<file path="src/design/smf_pkg.sv">
// Shared constants, register codes and the cell link type of the sliding median filter.
// Used by every module of the block; depends on nothing else.
`timescale 1ns / 1ps
package smf_pkg;

	localparam int CODE_W = 10;
	localparam int SCALE_W = 8;
	localparam int VAC_W = 15;
	localparam int PROD_W = CODE_W + SCALE_W;
	localparam int ADDR_W = 4;
	localparam int DATA_W = 32;
	localparam int WINDOW_DEF = 31;

	localparam logic [VAC_W-1:0] VAC_MAX = 15'd25600;

	localparam logic [CODE_W-1:0] FAULT_LOW_RST = 10'd82;
	localparam logic [CODE_W-1:0] FAULT_HIGH_RST = 10'd982;
	localparam logic [CODE_W-1:0] ATM_RST = 10'd921;
	localparam logic [SCALE_W-1:0] SCALE_RST = 8'd31;

	localparam logic [1:0] REG_FAULT_LOW = 2'd0;
	localparam logic [1:0] REG_FAULT_HIGH = 2'd1;
	localparam logic [1:0] REG_ATM = 2'd2;
	localparam logic [1:0] REG_SCALE = 2'd3;

	typedef struct packed {
		logic [CODE_W-1:0] code;
		logic le;
		logic del;
	} link_t;

endpackage

</file>
<file path="src/design/sliding_median_pressure_filter_top.sv">
// Top level of the sliding median pressure filter: register port, sample pipeline,
// fault latch and vacuum conversion. Depends on smf_pkg and smf_chain.
//
//   channel   direction  handshake                      payload
//   sample    in         sample_valid / sample_stall    adc_sample
//   result    out        result_valid / result_stall    filtered_code, vacuum_q8,
//                                                       warming_up, sensor_fault
//   config    in         APB psel / penable / pready    paddr, pwdata, prdata
//
// One request is taken per cycle unless a stalled result holds the pipeline. The cell row
// evicts the oldest and inserts the new sample at the accepting edge, together with the
// valid_s1 stage; the median, fault and vacuum then go into the output registers.
// Reset clears the fill count, the fault latch and the pipeline valid bits.
// A stalled result holds the pipeline and stalls the sample side in the same cycle.
`timescale 1ns / 1ps
module sliding_median_pressure_filter_top import smf_pkg::*; #(
	parameter int WINDOW = WINDOW_DEF
) (
	input  logic               clk,
	input  logic               arst_n,
	input  logic               sample_valid,
	output logic               sample_stall,
	input  logic [CODE_W-1:0]  adc_sample,
	output logic               result_valid,
	input  logic               result_stall,
	output logic [CODE_W-1:0]  filtered_code,
	output logic [VAC_W-1:0]   vacuum_q8,
	output logic               warming_up,
	output logic               sensor_fault,
	input  logic               psel,
	input  logic               penable,
	input  logic               pwrite,
	input  logic [ADDR_W-1:0]  paddr,
	input  logic [DATA_W-1:0]  pwdata,
	output logic [DATA_W-1:0]  prdata,
	output logic               pready
);

	logic [CODE_W-1:0] fault_low_q;
	logic [CODE_W-1:0] fault_high_q;
	logic [CODE_W-1:0] atm_q;
	logic [SCALE_W-1:0] scale_q;
	logic [1:0] reg_idx;

	logic advance;
	logic accept;
	logic warm_next;
	logic [CODE_W-1:0] median;

	logic valid_s1;
	logic [CODE_W-1:0] raw_s1;
	logic warm_s1;

	logic [CODE_W-1:0] code;
	logic fault_next;
	logic [CODE_W-1:0] diff;
	logic [PROD_W-1:0] prod;
	logic [VAC_W-1:0] vac;

	logic out_valid_q;
	logic fault_q;
	logic [CODE_W-1:0] code_q;
	logic [VAC_W-1:0] vac_q;
	logic warm_q;

	assign pready = 1'b1;
	assign reg_idx = paddr[3:2];

	always_ff @(posedge clk or negedge arst_n) begin
		if (!arst_n) begin
			fault_low_q <= FAULT_LOW_RST;
			fault_high_q <= FAULT_HIGH_RST;
			atm_q <= ATM_RST;
			scale_q <= SCALE_RST;
		end else if (psel && penable && pwrite) begin
			case (reg_idx)
				REG_FAULT_LOW: fault_low_q <= pwdata[CODE_W-1:0];
				REG_FAULT_HIGH: fault_high_q <= pwdata[CODE_W-1:0];
				REG_ATM: atm_q <= pwdata[CODE_W-1:0];
				REG_SCALE: scale_q <= pwdata[SCALE_W-1:0];
				default: ;
			endcase
		end
	end

	always_comb begin
		case (reg_idx)
			REG_FAULT_LOW: prdata = DATA_W'(fault_low_q);
			REG_FAULT_HIGH: prdata = DATA_W'(fault_high_q);
			REG_ATM: prdata = DATA_W'(atm_q);
			REG_SCALE: prdata = DATA_W'(scale_q);
			default: prdata = '0;
		endcase
	end

	assign advance = !out_valid_q || !result_stall;
	assign sample_stall = !advance;
	assign accept = sample_valid && advance;

	smf_chain #(
		.WINDOW(WINDOW)
	) u_chain (
		.clk(clk),
		.arst_n(arst_n),
		.step(accept),
		.new_code(adc_sample),
		.warm_next(warm_next),
		.median(median)
	);

	always_ff @(posedge clk or negedge arst_n) begin
		if (!arst_n) begin
			valid_s1 <= 1'b0;
		end else if (advance) begin
			valid_s1 <= accept;
		end
	end

	always_ff @(posedge clk) begin
		if (accept) begin
			raw_s1 <= adc_sample;
			warm_s1 <= warm_next;
		end
	end

	assign code = warm_s1 ? raw_s1 : median;
	assign fault_next = fault_q || (code < fault_low_q) || (code > fault_high_q);
	assign diff = atm_q - code;
	assign prod = PROD_W'(diff) * PROD_W'(scale_q);

	always_comb begin
		if (fault_next || !(atm_q > code)) begin
			vac = '0;
		end else if (prod > PROD_W'(VAC_MAX)) begin
			vac = VAC_MAX;
		end else begin
			vac = prod[VAC_W-1:0];
		end
	end

	always_ff @(posedge clk or negedge arst_n) begin
		if (!arst_n) begin
			out_valid_q <= 1'b0;
			fault_q <= 1'b0;
		end else if (advance) begin
			out_valid_q <= valid_s1;
			if (valid_s1) begin
				fault_q <= fault_next;
			end
		end
	end

	always_ff @(posedge clk) begin
		if (advance && valid_s1) begin
			code_q <= code;
			vac_q <= vac;
			warm_q <= warm_s1;
		end
	end

	assign result_valid = out_valid_q;
	assign filtered_code = code_q;
	assign vacuum_q8 = vac_q;
	assign warming_up = warm_q;
	assign sensor_fault = fault_q;

	a_fault_latches: assert property (@(posedge clk) disable iff (!arst_n)
		fault_q |=> fault_q) else $error("sensor fault latch cleared without reset");
	a_fault_zero_vac: assert property (@(posedge clk) disable iff (!arst_n)
		result_valid && sensor_fault |-> vacuum_q8 == '0)
		else $error("nonzero vacuum reported with a sensor fault");
	a_vac_clamped: assert property (@(posedge clk) disable iff (!arst_n)
		result_valid |-> vacuum_q8 <= VAC_MAX) else $error("vacuum above the clamp");
	a_stall_cause: assert property (@(posedge clk) disable iff (!arst_n)
		sample_stall |-> out_valid_q && result_stall)
		else $error("sample side stalled without a blocked result");

endmodule

</file>
<file path="src/design/smf_cell.sv">
// One cell of the sorted window: holds a sample code and its age in the window.
// Depends on smf_pkg for the link type between neighboring cells.
`timescale 1ns / 1ps
module smf_cell import smf_pkg::*; #(
	parameter int WINDOW = WINDOW_DEF,
	parameter int AGE_W = $clog2(WINDOW)
) (
	input  logic              clk,
	input  logic              step,
	input  logic              full,
	input  logic              a_valid,
	input  logic [CODE_W-1:0] new_code,
	input  logic [CODE_W-1:0] up_code,
	input  logic [AGE_W-1:0]  up_age,
	input  link_t             low_link,
	input  logic [AGE_W-1:0]  low_age,
	output logic [CODE_W-1:0] cell_code,
	output logic [AGE_W-1:0]  cell_age,
	output link_t             link,
	output logic [AGE_W-1:0]  a_age
);

	logic [CODE_W-1:0] code_q;
	logic [AGE_W-1:0] age_q;
	logic old;

	// The oldest sample leaves when the window is full; cells above it close the gap,
	// then the new sample opens a gap at its sorted place.
	assign old = full && (age_q == AGE_W'(WINDOW - 1));
	assign link.del = low_link.del | old;
	assign link.code = link.del ? up_code : code_q;
	assign a_age = link.del ? up_age : age_q;
	assign link.le = a_valid && (link.code <= new_code);

	always_ff @(posedge clk) begin
		if (step) begin
			if (link.le) begin
				code_q <= link.code;
				age_q <= a_age + AGE_W'(1);
			end else if (low_link.le) begin
				code_q <= new_code;
				age_q <= '0;
			end else begin
				code_q <= low_link.code;
				age_q <= low_age + AGE_W'(1);
			end
		end
	end

	assign cell_code = code_q;
	assign cell_age = age_q;

endmodule

</file>
<file path="src/design/smf_chain.sv">
// Row of sorted window cells with the fill count; gives the window median.
// Depends on smf_pkg and smf_cell.
`timescale 1ns / 1ps
module smf_chain import smf_pkg::*; #(
	parameter int WINDOW = WINDOW_DEF
) (
	input  logic              clk,
	input  logic              arst_n,
	input  logic              step,
	input  logic [CODE_W-1:0] new_code,
	output logic              warm_next,
	output logic [CODE_W-1:0] median
);

	localparam int AGE_W = $clog2(WINDOW);
	localparam int FILL_W = $clog2(WINDOW + 1);
	localparam int MID = WINDOW / 2;

	logic [FILL_W-1:0] fill_q;
	logic [FILL_W-1:0] a_cnt;
	logic full;

	logic [CODE_W-1:0] cell_code [WINDOW];
	logic [AGE_W-1:0] cell_age [WINDOW];
	link_t link [WINDOW];
	logic [AGE_W-1:0] a_age [WINDOW];

	assign full = (fill_q == FILL_W'(WINDOW));
	assign a_cnt = full ? FILL_W'(WINDOW - 1) : fill_q;
	assign warm_next = (fill_q < FILL_W'(WINDOW - 1));

	always_ff @(posedge clk or negedge arst_n) begin
		if (!arst_n) begin
			fill_q <= '0;
		end else if (step && !full) begin
			fill_q <= fill_q + FILL_W'(1);
		end
	end

	genvar i;
	generate
		for (i = 0; i < WINDOW; i++) begin : g_cell
			localparam logic [FILL_W-1:0] IDX = FILL_W'(i);
			link_t low_link;
			logic [AGE_W-1:0] low_age;
			logic [CODE_W-1:0] up_code;
			logic [AGE_W-1:0] up_age;

			if (i == 0) begin : g_first
				assign low_link = '{code: '0, le: 1'b1, del: 1'b0};
				assign low_age = '0;
			end else begin : g_mid
				assign low_link = link[i-1];
				assign low_age = a_age[i-1];
			end

			if (i == WINDOW - 1) begin : g_last
				assign up_code = '0;
				assign up_age = '0;
			end else begin : g_below
				assign up_code = cell_code[i+1];
				assign up_age = cell_age[i+1];
			end

			smf_cell #(
				.WINDOW(WINDOW),
				.AGE_W(AGE_W)
			) u_cell (
				.clk(clk),
				.step(step),
				.full(full),
				.a_valid(IDX < a_cnt),
				.new_code(new_code),
				.up_code(up_code),
				.up_age(up_age),
				.low_link(low_link),
				.low_age(low_age),
				.cell_code(cell_code[i]),
				.cell_age(cell_age[i]),
				.link(link[i]),
				.a_age(a_age[i])
			);
		end
	endgenerate

	assign median = cell_code[MID];

	a_full_stays: assert property (@(posedge clk) disable iff (!arst_n)
		full |=> full) else $error("window fill count left the full state");
	a_fill_range: assert property (@(posedge clk) disable iff (!arst_n)
		fill_q <= FILL_W'(WINDOW)) else $error("fill count beyond the window size");
	a_one_oldest: assert property (@(posedge clk) disable iff (!arst_n)
		step && full |-> link[WINDOW-1].del) else $error("full window without an oldest cell");

endmodule

</file>
<file path="config.mk">
export PLATFORM = sky130hd
export DESIGN_NAME = sliding_median_pressure_filter_top
export DESIGN_NICKNAME = d
export VERILOG_FILES = /design/src/design/smf_pkg.sv /design/src/design/sliding_median_pressure_filter_top.sv /design/src/design/smf_cell.sv /design/src/design/smf_chain.sv
export SDC_FILE = /design/constraint.sdc
export NUM_CORES = 2
export LEC_CHECK = 0
export BUFFER_PORTS_ARGS = -buffer_cell sky130_fd_sc_hd__buf_2
export CELL_PAD_IN_SITES_DETAIL_PLACEMENT = 1
export CELL_PAD_IN_SITES_GLOBAL_PLACEMENT = 1
export CORE_MARGIN = 5
export CORE_UTILIZATION = 55
export CTS_CLUSTER_SIZE = 20
export DETAILED_ROUTE_END_ITERATION = 12
export GPL_TIMING_DRIVEN = 1
export PLACE_DENSITY_LB_ADDON = 0.05
export SLEW_MARGIN = 20
export SYNTH_ARGS = -nofsm -noshare
export SYNTH_HDL_FRONTEND = slang
export SYNTH_SLANG_ARGS = --single-unit
</file>
<file path="constraint.sdc">
create_clock -name clk -period 22.3 [get_ports clk]
set_clock_uncertainty 0.05 [all_clocks]
set_input_delay 4.46 -clock clk [delete_from_list [all_inputs] [get_ports clk]]
set_output_delay 4.46 -clock clk [all_outputs]
set_load 0.005 [all_outputs]
</file>
[Word-level counts from Yosys, hierarchy flattened]
Cells that the tools add are included.
Widths: inputs -> output; s select.
Cells by class
  add/subtract/negate cells: 33
  $mul: 1
  magnitude comparators: 67
  equality and inequality tests: 35
  multiplexer cells: 187
  bitwise logic cells: 30
  reduce and logical (&&, ||, !) cells: 83
Operators by type and width (count)
  $mux 10: 93
  $mux 5: 92
  $le 10x10->1: 31
  $add 5x1->5 const B: 32
  $eq 5x5->1 const B: 32
  $pmux 32 s4: 1
  $lt 5x5->1 const A: 15
  $logic_and 1x1->1: 67
  $lt 4x5->1 const A: 8
  $or 1x1->1: 30
  $gt 10x10->1: 2
  $lt 3x5->1 const A: 4
  $gt 18x15->1 const B: 1
  $mul 10x8->18: 1
  $mux 15: 1
  $lt 1x5->1 const A: 2
  $lt 10x10->1: 1
  $lt 2x5->1 const A: 2
  $reduce_and 2->1: 5
  $sub 10x10->10: 1
  $logic_not 1->1: 5
  $lt 5x5->1 const B: 1
  $eq 2x2->1 const B: 2
  $logic_or 1x1->1: 4
  other kinds (3): 3
Storage, ports and cells
  flip-flop bits (word level): 548
  bits of input ports: 53
  output and inout port bits: 62
  logic and storage cells: 512

[Longest topological paths before layout]
  depth in word-level cells: 36
  depth in mapped cells: 29
  mapped depth without buffers: 28

[Modules after synthesis]
A second synthesis with hierarchy kept.
Second synthesis, totals
  cells, all modules: 5068
  area, all modules: 53612.7 µm²
Modules (own cells, without submodules)
  smf_cell (u_chain.g_cell[0].u_cell ...): times used 30, cells an instance 138, area an instance 1476.4 µm², seq. area each 450.4 µm²
  sliding_median_pressure_filter_top: times used 1, cells an instance 709, area an instance 7214.4 µm², seq. area each 2163.3 µm²
  smf_cell (u_chain.g_cell[20].u_cell): times used 1, cells an instance 138, area an instance 1495.2 µm², seq. area each 450.4 µm²
  smf_chain: times used 1, cells an instance 81, area an instance 610.6 µm², seq. area each 125.1 µm²

[Least setup slack after synthesis]
OpenSTA, ideal clock, no wires.
  path kind: input-to-reg
  start point: input port result_stall
  end point: register u_chain.fill_q[3]
  library setup time: 0.118 ns
  data arrival time: 14.766 ns
  slack: 7.366 ns
  cell stages on the path: 5
  cell sequence: nand2_1 -> nand2_1 -> inv_1 -> nand2_1 -> xnor2_1
Between the ends
  word-level cells in the longest chain between the ends: 4
Ends and longest elaborated chain
  start, declared: RTL line sliding_median_pressure_filter_top.sv:25  | input logic result_stall,
  $logic_not 1->1: RTL line sliding_median_pressure_filter_top.sv:96  | assign advance = !out_valid_q || !result_stall;
  $logic_or 1x1->1: RTL line sliding_median_pressure_filter_top.sv:96
  $logic_and 1x1->1: RTL line sliding_median_pressure_filter_top.sv:98  | assign accept = sample_valid && advance;
  named net accept: RTL line sliding_median_pressure_filter_top.sv:46  | logic accept;
  $logic_and 1x1->1: RTL line smf_chain.sv:35  | end else if (step && !full) begin
  end signal, assigned: RTL line smf_chain.sv:36  | fill_q <= fill_q + FILL_W'(1);
  end, declared: RTL line smf_chain.sv:19  | logic [FILL_W-1:0] fill_q;
The timed path passes the listed nets, and every way through them passes these cells.
A chain may end at the register's enable or synchronous reset.

[Final worst setup path]
  start point: input port paddr[2]
  end point: output port prdata[5]
Between the ends
  word-level cells in the longest chain between the ends: 2
  elaborated cells between the ends (all ways): 5
Ends and longest elaborated chain
  start, declared: RTL line sliding_median_pressure_filter_top.sv:33  | input logic [ADDR_W-1:0] paddr,
  $eq 2x2->1 (tied with other cells): RTL line sliding_median_pressure_filter_top.sv:87  | case (reg_idx)
  $pmux 32 s4 *: RTL line sliding_median_pressure_filter_top.sv:87
  end, declared: RTL line sliding_median_pressure_filter_top.sv:35  | output logic [DATA_W-1:0] prdata,
Every way passes the cells marked *; elsewhere a longest branch is shown, timed or not. The select of a mux whose other input is x is not followed.

==> results.json <==
{
  "cts.htree.levels": 3,
  "critPathArrivalTime_ps": 5590,
  "dieArea_um2": 87400,
  "start_util": 0.556,
  "ys_seq_elements": 548,
  "antenna_found_initial": 4,
  "yosysTopAreaCell": "edfxtp_1",
  "start_kind": "input pin",
  "drtIter0Drc": 2624,
  "min_period_over_period": 0.453,
  "ys_warn_count": 0,
  "ys_types": 101,
  "synth_edf_count": 502,
  "synth_cells": 4649,
  "dpl_worst_slack_ps": 12160,
  "drive_gt1_frac": 0.120,
  "syn_to_final_growth_pct": 8.48,
  "critical_path_class": "in -> out",
  "worst_pin_slew_ps": 1100,
  "drc": 0,
  "setup_ws_ps": 12200,
  "power.leakage_nw": 20.8,
  "ant_nets": 0,
  "ctsLongestPathBuffers": 3,
  "cts_tree": "yes",
  "p_per_area_nw_per_um2": 154,
  "worst_setup_path_end_kind": "primary output",
  "gp_congestion": 0.857,
  "holdCritPathClass": "reg -> reg",
  "die_h_um": 296,
  "synth.avg_cell_area_um2": 9.65,
  "setup_viol": 0,
  "drv_cap": 0,
  "cts_resized": 0,
  "required_ps": 17790,
  "finalSetupTns_ps": 0,
  "post-synth-top-count-cell": "nand2_1",
  "busiest_layer": "met2",
  "wirelength_mm": 137,
  "synth_top_area_share": 0.336,
  "synthArstFlopShare": 0.0839,
  "grt-ovfl-total": 0,
  "synth-main-ff-cell": "edfxtp_1",
  "vias": 36359,
  "post-route-min-period_ps": 10100,
  "synth_area_um2": 44900,
  "final-hold-violation-count": 0,
  "core_um2": 80700,
  "slew_headroom": 0.263,
  "final_nets": 5137,
  "status": "complete, no violations",
  "first_pass_iters": 6,
  "num_io_pins": 115,
  "grt_max_degree": 169,
  "rows": 104,
  "port_buffers": 67,
  "cts_root_buffer": "clkbuf_16",
  "path_max_fanout": 14,
  "cts_sinks": 548,
  "die_w_um": 296,
  "wl_per_cell_um": 23.8,
  "synth_top_cells_by_count": "609 x nand2_1, 502 x edfxtp_1, 410 x ha_1",
  "r2r_slack_ps": 12950,
  "vias_per_cell": 6.33,
  "clk_latency_ps": 620,
  "place_hpwl_mm": 95.6,
  "postCtsSetupBuffers": 0,
  "fmax_mhz": 99.0,
  "grt_first_pass_wirelength_mm": 213,
  "clkTransAtPathRegs_ps": 60,
  "numCtsBuffers": 70,
  "grtUsageMet1": 0.401,
  "grt_usage": 0.305,
  "grt_pass1_vias": 37869,
  "synthTopCellsByArea": "edfxtp_1 34%, ha_1 11%, mux2i_1 8.8%",
  "ys_seq_area_frac": 0.362,
  "fin_worst_hold_slack_ps": 476,
  "cts-hold-fix-buffers": 0,
  "ir_worst_vdd_mv": 0.219,
  "grt_use_met3": 0.0453,
  "slew_viol_final": 0,
  "power.total_mw": 7.51,
  "grt_setup_unrepaired": "no",
  "grt_util_met2": 0.526
}
[registers in the layout, indices dropped and copies added, names as in the netlist]
name and cells:
atm_q 10, fault_high_q 10, fault_low_q 10, filtered_code 10, raw_s1 10, result_valid 1
scale_q 8, sensor_fault 1, u_chain.fill_q 5, u_chain.g_cell.u_cell.cell_age 155, u_chain.g_cell.u_cell.cell_code 310, vacuum_q8 15
valid_s1 1, warm_s1 1, warming_up 1
[metrics by stage]
stage | cell area (µm²) | cells | util
after floorplan | 45000 | 4670 | -
after global placement | 46300 | 5609 | 0.574
after detailed placement | 46300 | 5609 | 0.574
after CTS | 48600 | 5735 | 0.602
after global routing | 48700 | 5739 | 0.603
final | 48700 | 5741 | 0.603
[critical path, cell delays in order]
cell	delay [ps]
buf_2	370
mux4_2	600
buf_2	160
[report_power, final]
part           leakage (nW)  switching [mW]  internal, mW  total, mW
sequential             5.33           0.325          1.73       2.06
combinational          14.4            2.57          1.72       4.29
clock                  1.10           0.481         0.681       1.16
total                  20.8            3.37          4.14       7.51
[placed cells by master, fill, tap and decap left out, types with 64 or more instances in the layout]
| cell type | synthesis | routed |
|---|---|---|
| nand2_1 | 609 | 609 |
| edfxtp_1 | 502 | 502 |
| ha_1 | 410 | 409 |
| mux2i_1 | 393 | 393 |
| o21ai_0 | 311 | 309 |
| inv_1 | 278 | 268 |
| nor2_1 | 237 | 236 |
| a21oi_1 | 228 | 221 |
| mux2_2 | 183 | 183 |
| nand3_1 | 92 | 92 |
| a21o_1 | 87 | 87 |
| buf_4 | 30 | 77 |
| o22ai_1 | 80 | 76 |
| o211ai_1 | 76 | 76 |
| clkbuf_16 | 0 | 74 |
| xnor2_1 | 73 | 73 |
| buf_2 | 29 | 68 |
| and2_1 | 66 | 66 |
| nand4_1 | 64 | 64 |
[layout make-up]
| cell class | count | area, µm² |
|---|---|---|
| fillers | 9042 | 32000 |
| flip-flops and latches | 548 | 16300 |
| clock inverters | 31 | 314 |
| repair buffers | 149 | 1020 |
| inverters | 283 | 1070 |
| clock buffers | 95 | 1940 |
| multi-input cells | 3573 | 26800 |
| well taps | 1060 | 1330 |
| diodes | 2 | 5.00 |
[routing by layer]
| metal | wire (µm) | share of wire | vias to the layer above |
|---|---|---|---|
| met3 | 6710 | 0.049 | 243 |
| met1 | 59300 | 0.43 | 18345 |
| met4 | 4220 | 0.031 | 2 |
| met2 | 66500 | 0.49 | 825 |
| met5 | 20 | 0.00015 | - |
| li1 | - | - | 16944 |
[worst paths after layout]
kind | endpoint | cells past startpoint | from
setup / recovery | prdata[5] | 3 | paddr[2]
hold / removal | sensor_fault | 1 | sensor_fault
setup reg to reg | vacuum_q8[3] | 28 | warm_s1
hold reg to reg | sensor_fault | 1 | sensor_fault
max in group asynchronous | u_chain.fill_q[2] | 2 | arst_n
min in group asynchronous | scale_q[5] | 2 | arst_n
[cell families after synthesis]
family                   Yosys count  share of synthesized area
multiplexers                     596                      0.142
buffers and inverters            549                     0.0507
other                              2                   0.000167
AO/OA/AOI/OAI                   1035                      0.143
AND/OR/NAND/NOR                 1327                      0.140
adder cells (fa/ha/maj)          459                      0.136
flip-flops                       548                      0.362
XOR/XNOR                         133                     0.0260
No activity file was read; power rests on OpenSTA's default activity.
